`src/sacos_pkg.sv`:
```
`default_nettype none

package sacos_pkg;

	// fixed field widths
	localparam int CMD_W  = 2;
	localparam int IDX_W  = 12;
	localparam int CHAR_W = 8;
	localparam int SIZE_W = 13;
	localparam int SIDX_W = 14;
	localparam int ENT_W  = 14;

	typedef logic [CMD_W-1:0]         cmdcode_t;
	typedef logic [IDX_W-1:0]         idx_t;
	typedef logic [CHAR_W-1:0]        char_t;
	typedef logic [SIZE_W-1:0]        size_t;
	typedef logic signed [SIDX_W-1:0] sidx_t;
	typedef logic [1:0]               phase_t;

	// input commands
	localparam cmdcode_t CMD_WR_TEXT = 2'd0;
	localparam cmdcode_t CMD_WR_SA   = 2'd1;
	localparam cmdcode_t CMD_QUERY   = 2'd2;

	// search phases: locate any match, left edge, right edge
	localparam phase_t PH_A = 2'd0;
	localparam phase_t PH_B = 2'd1;
	localparam phase_t PH_C = 2'd2;

	localparam sidx_t FIRST_NONE = 14'h3FFF;

	typedef struct packed {
		cmdcode_t command;
		idx_t     write_index;
		char_t    text_char;
		idx_t     suffix_start;
		char_t    query_char;
		idx_t     query_offset;
		idx_t     range_base;
		size_t    range_size;
	} item_t;

	typedef struct packed {
		logic   wr_text;
		logic   wr_sa;
		logic   load;
		logic   step;
		logic   start_c;
		logic   emit;
		phase_t phase;
	} ctl_cmd_t;

	typedef struct packed {
		logic sz_zero;
		logic eq;
		logic special;
	} ctl_stat_t;

endpackage

`default_nettype wire

```
`src/sacos_ctrl.sv`:
```
`default_nettype none

module sacos_ctrl (
	input  wire logic                clk,
	input  wire logic                arst_n,
	input  wire logic                in_valid,
	output logic                     in_ready,
	input  wire sacos_pkg::cmdcode_t in_command,
	output logic                     out_valid,
	input  wire logic                out_ready,
	output sacos_pkg::ctl_cmd_t      cmd,
	input  wire sacos_pkg::ctl_stat_t st
);
	import sacos_pkg::*;

	localparam logic [2:0] S_IDLE  = 3'd0;
	localparam logic [2:0] S_CHECK = 3'd1;
	localparam logic [2:0] S_SA    = 3'd2;
	localparam logic [2:0] S_TX    = 3'd3;
	localparam logic [2:0] S_CMP   = 3'd4;
	localparam logic [2:0] S_DONE  = 3'd5;

	logic [2:0] state_q, state_d;
	phase_t     ph_q, ph_d;
	logic       out_valid_q, out_valid_d;
	logic       accept, slot_free;

	assign in_ready  = (state_q == S_IDLE);
	assign accept    = in_valid && in_ready;
	assign slot_free = !out_valid_q || out_ready;

	always_comb begin
		state_d     = state_q;
		ph_d        = ph_q;
		cmd         = '0;
		cmd.phase   = ph_q;
		out_valid_d = out_valid_q && !out_ready;

		case (state_q)
			S_IDLE: begin
				if (accept) begin
					case (in_command)
						CMD_WR_TEXT: cmd.wr_text = 1'b1;
						CMD_WR_SA:   cmd.wr_sa = 1'b1;
						CMD_QUERY: begin
							cmd.load = 1'b1;
							state_d  = S_CHECK;
						end
						default: ;
					endcase
				end
			end
			S_CHECK: begin
				ph_d    = PH_A;
				state_d = st.special ? S_DONE : S_SA;
			end
			S_SA: begin
				if (st.sz_zero) begin
					case (ph_q)
						PH_B: begin
							cmd.start_c = 1'b1;
							ph_d        = PH_C;
						end
						default: state_d = S_DONE;
					endcase
				end else begin
					state_d = S_TX;
				end
			end
			S_TX: begin
				state_d = S_CMP;
			end
			S_CMP: begin
				cmd.step = 1'b1;
				if (ph_q == PH_A && st.eq) begin
					ph_d = PH_B;
				end
				state_d = S_SA;
			end
			S_DONE: begin
				if (slot_free) begin
					cmd.emit    = 1'b1;
					out_valid_d = 1'b1;
					state_d     = S_IDLE;
				end
			end
			default: state_d = S_IDLE;
		endcase
	end

	always_ff @(posedge clk or negedge arst_n) begin
		if (!arst_n) begin
			state_q     <= S_IDLE;
			ph_q        <= PH_A;
			out_valid_q <= 1'b0;
		end else begin
			state_q     <= state_d;
			ph_q        <= ph_d;
			out_valid_q <= out_valid_d;
		end
	end

	assign out_valid = out_valid_q;
endmodule

`default_nettype wire

```
`config.mk`:
```
export PLATFORM = sky130hd
export DESIGN_NAME = sacos_ctrl
export DESIGN_NICKNAME = d
export VERILOG_FILES = /design/src/sacos_pkg.sv /design/src/sacos_ctrl.sv
export SDC_FILE = /design/constraint.sdc
export NUM_CORES = 1
export LEC_CHECK = 0
export ABC_AREA = 1
export ABC_CLOCK_PERIOD_IN_PS = 3040
export BUFFER_PORTS_ARGS = -buffer_cell sky130_fd_sc_hd__buf_2
export CAP_MARGIN = 20
export CELL_PAD_IN_SITES_DETAIL_PLACEMENT = 1
export CELL_PAD_IN_SITES_GLOBAL_PLACEMENT = 1
export CORE_MARGIN = 8
export CORE_UTILIZATION = 31
export DETAILED_ROUTE_END_ITERATION = 10
export PLACE_DENSITY_LB_ADDON = 0.3
export SKIP_LAST_GASP = 1
export SYNTH_ARGS = -nofsm -noshare
export SYNTH_HDL_FRONTEND = slang
export SYNTH_SLANG_ARGS = --single-unit
```
`constraint.sdc`:
```
create_clock -name clk -period 3.04 [get_ports clk]
set_clock_uncertainty 0.2 [all_clocks]
set_input_delay 0.608 -clock clk [delete_from_list [all_inputs] [get_ports clk]]
set_output_delay 0.608 -clock clk [all_outputs]
set_load 0.1 [all_outputs]
```
* Word-level counts from Yosys, hierarchy flattened
Index checks and enable logic that the tools add are counted.
Word-level totals: register bits 6, input port bits 9, output and inout port bits 10, word-level logic and storage cells 54
Cells by class: equal/unequal tests 15, muxes and demuxes 24, reductions and logical operators 12
Operator list (number):
- two-way mux 3 bit | 8
- case mux 3 bit (6 select lines) | 1
- two-way mux 1 bit | 11
- AND reduction 4 bit | 2
- == test 3 x 2 -> 1 bit (second input constant) | 2
- == test 3 bit (second input constant) | 2
- two-way mux 2 bit | 3
- != test 2 x 1 -> 1 bit (second input constant) | 3
- != test 2 bit (second input constant) | 3
- case mux 2 bit (3 select lines) | 1
- == test 2 x 1 -> 1 bit (second input constant) | 2
- logical NOT 2 bit | 2
- == test 3 x 1 -> 1 bit (second input constant) | 1
- logical AND 1 bit | 3
- logical NOT 3 bit | 1
- != test 3 bit (second input constant) | 1
- nonzero test 3 bit | 1
- == test 2 bit (second input constant) | 1
- logical NOT 1 bit | 2
- logical OR 1 bit | 1

* Logic depth before layout (Yosys ltp)
word-level depth 4, mapped depth 8, mapped depth without buffers 7

* Worst setup path before layout
Ideal clock, no wire load.
path type register to output, start point reg state_q[0], end point out cmd[7] (netlist bit), arrival time 3791 ps, data required time 2232 ps, path slack -1559 ps, cell stages (with the launch flop) 5, path buffers 1, cells stage by stage dfrtp_1 > buf_6 > nor2_1 > nand2_1 > nor4b_1
RTL lines:
- start: declaration | RTL line sacos_ctrl.sv:23 | logic [2:0] state_q, state_d;
- start signal: assignment | RTL line sacos_ctrl.sv:97 | state_q <= state_d;
- end: declaration | RTL line sacos_ctrl.sv:11 | output sacos_pkg::ctl_cmd_t cmd,

==> run metrics <==
full die area 0.00285 mm^2; Wirelength per Cell 12.1 um; Final Hold Viols 0; RSZ-0062 raised after global routing false; synth unique cells 17; status completed; Critical Path AT 1710 ps; TritonCTS clock tree yes; Pint 0.234 mW; maximum number of pins on one net before global-route repair 9; critical path class flop to output port; Reg clk slew, reported paths 40 ps; Req. time, crit path 2230 ps; most frequent cells in the layout buf_2, nand2_1, nand3_1, inv_1, dfrtp_1; maximum vdd ir drop 0.000389 V; core region area 0.00130 mm^2; GP Congestion 0.747; Initial Util 0.333; asr flop ratio synth 1.00; DR vias 468; first-pass GRT wire length 2050 um; final period utilization 0.829; # nets final 94; overall routing resource usage 0.0993; maximum clock rate 397 MHz; fraction of layout cells with a size suffix above 1 0.373; clk buf depth 2; FP Rows 13; DIE WIDTH 53.4 um; net switching power figure 0.400 mW; Via density 4.78; most common cell after layout, fill and taps aside buf_2; CTS H-tree depth 1; Worst-Skew Late Latency 240 ps; PortBufs 18; WL final 1190 um; Pins Over Slew Limit 0; Area Growth Syn to Fin 34.4%; Final TNS setup 0 ps; DRC Markers 0; Setup Slack @ Placement 771 ps; Placed Cells 94; CTS buffer count 3; dpl cell area 549 um^2; First-pass DRT Iterations 4; fill count 184; CP max FO 8; I/O Pins 19; sequential power share 0.222; clock root cell clkbuf_4; Warnings, synthesis 0; Startpoint Class flop; Crit. End Element output port; Max transition margin 0.674; syn avg cell area 6.87 um^2; global route total overflow 0; vias in the first global route 477; DP HPWL 1030 um; EDFF count, synth 0; Synth Net Count 72; Synth Flop Type dfrtp_1; switching share of power 0.631; Clock power frac 0.110; hold crit path type flop to flop; Seq/Total Area, Yosys 0.347; Tmin final 2520 ps; 1st-iter DRT viols 7; endpoints failing setup 0; Yosys reg bits 6; Design Area, Final 582 um^2; clock sink count 6; max cap viols 0; PwrDens 1090 mW/mm^2; Slew @ Worst Pin 492 ps; ANT cells 0; fin cells 98; Mapped Cells 63; post-synth design cell area 433 um^2; Die Y-Extent 53.4 um; post-layout worst setup margin 521 ps; Routed Antenna Nets 0; Logic pwr share 0.669; antenna violations before repair 0; Lkg Pwr 0.330 nW
-- power groups by stage --
stage	Sequential [mW]	Clock [mW]	Combinational [mW]
finish	0.140	0.0695	0.424
global route	0.145	0.0788	0.458
CTS	0.140	0.0730	0.430
detailed placement	0.141	0	0.428
global placement	0.139	0	0.426
floorplan	0.199	0	0.310
-- area by class of cell --
type,count,area [um^2],area share
multi-input combinational,44,249,0.428
sequential,6,150,0.258
timing repair buffer,19,100,0.172
inverter,11,41.3,0.0710
clock buffer,3,22.5,0.0387
tap,15,18.8,0.0323
-- state kept, by name (all words and copies together), names as in the netlist --
| name | count |
|---|---|
| state_q | 3 |
| out_valid | 1 |
| ph_q | 2 |
-- synth_stat cells, types with 2 or more instances --
cell / n / area (um^2)
nand3_1: 12 / 60.1
o21bai_1: 2 / 15.0
nor2_1: 6 / 22.5
inv_2: 3 / 11.3
nand4_1: 2 / 12.5
inv_1: 8 / 30.0
nand2_1: 14 / 52.6
dfrtp_1: 6 / 150
nand2_2: 2 / 12.5
-- cell families (layout without fill, tap and decap cells) --
family	after synthesis	in the layout	synth area share
flip-flops	6	6	0.347
buffers and inverters	13	33	0.139
AO/OA/AOI/OAI	4	4	0.0665
AND/OR/NAND/NOR	40	40	0.448
-- worst max-delay path, cell delays in order, from the launching register on --
cell and delay, ps:
dfrtp_1 460, nor2_1 130, nand2_1 140, inv_1 120, nand3_1 110, nor2_4 80
buf_2 420
-- through the flow --
stage           util  hold WS (ps)  power [mW]
2_1_floorplan      -           112       0.509
3_3_place_gp   0.422           234       0.565
3_5_place_dp   0.422           233       0.569
4_1_cts        0.447           386       0.643
5_1_grt        0.447           422       0.682
6_report       0.447           374       0.634
-- path summary, 6_finish.rpt --
kind	from	to	slack, ps	depth (start not counted)
max	state_q[0]	cmd[6]	520	6
min	out_valid	out_valid	370	2
max reg2reg	state_q[0]	ph_q[1]	1580	5
min reg2reg	out_valid	out_valid	370	2
max in group asynchronous	arst_n	ph_q[1]	1970	2
min in group asynchronous	arst_n	out_valid	530	2
-- layer usage --
metal,GRT usage,share of wire
met4,0.0882,0.029
met2,0.154,0.49
met1,0.107,0.43
met5,0,0
met3,0.0280,0.052
-- what timing repair did --
action / in CTS / in global routing
hold buffers: 1 / 0
gates resized for setup: 0 / 0
endpoints found under the hold margin: 6 / 0
setup buffers: 0 / 0
Note: power is estimated with default switching activity, not from simulation.
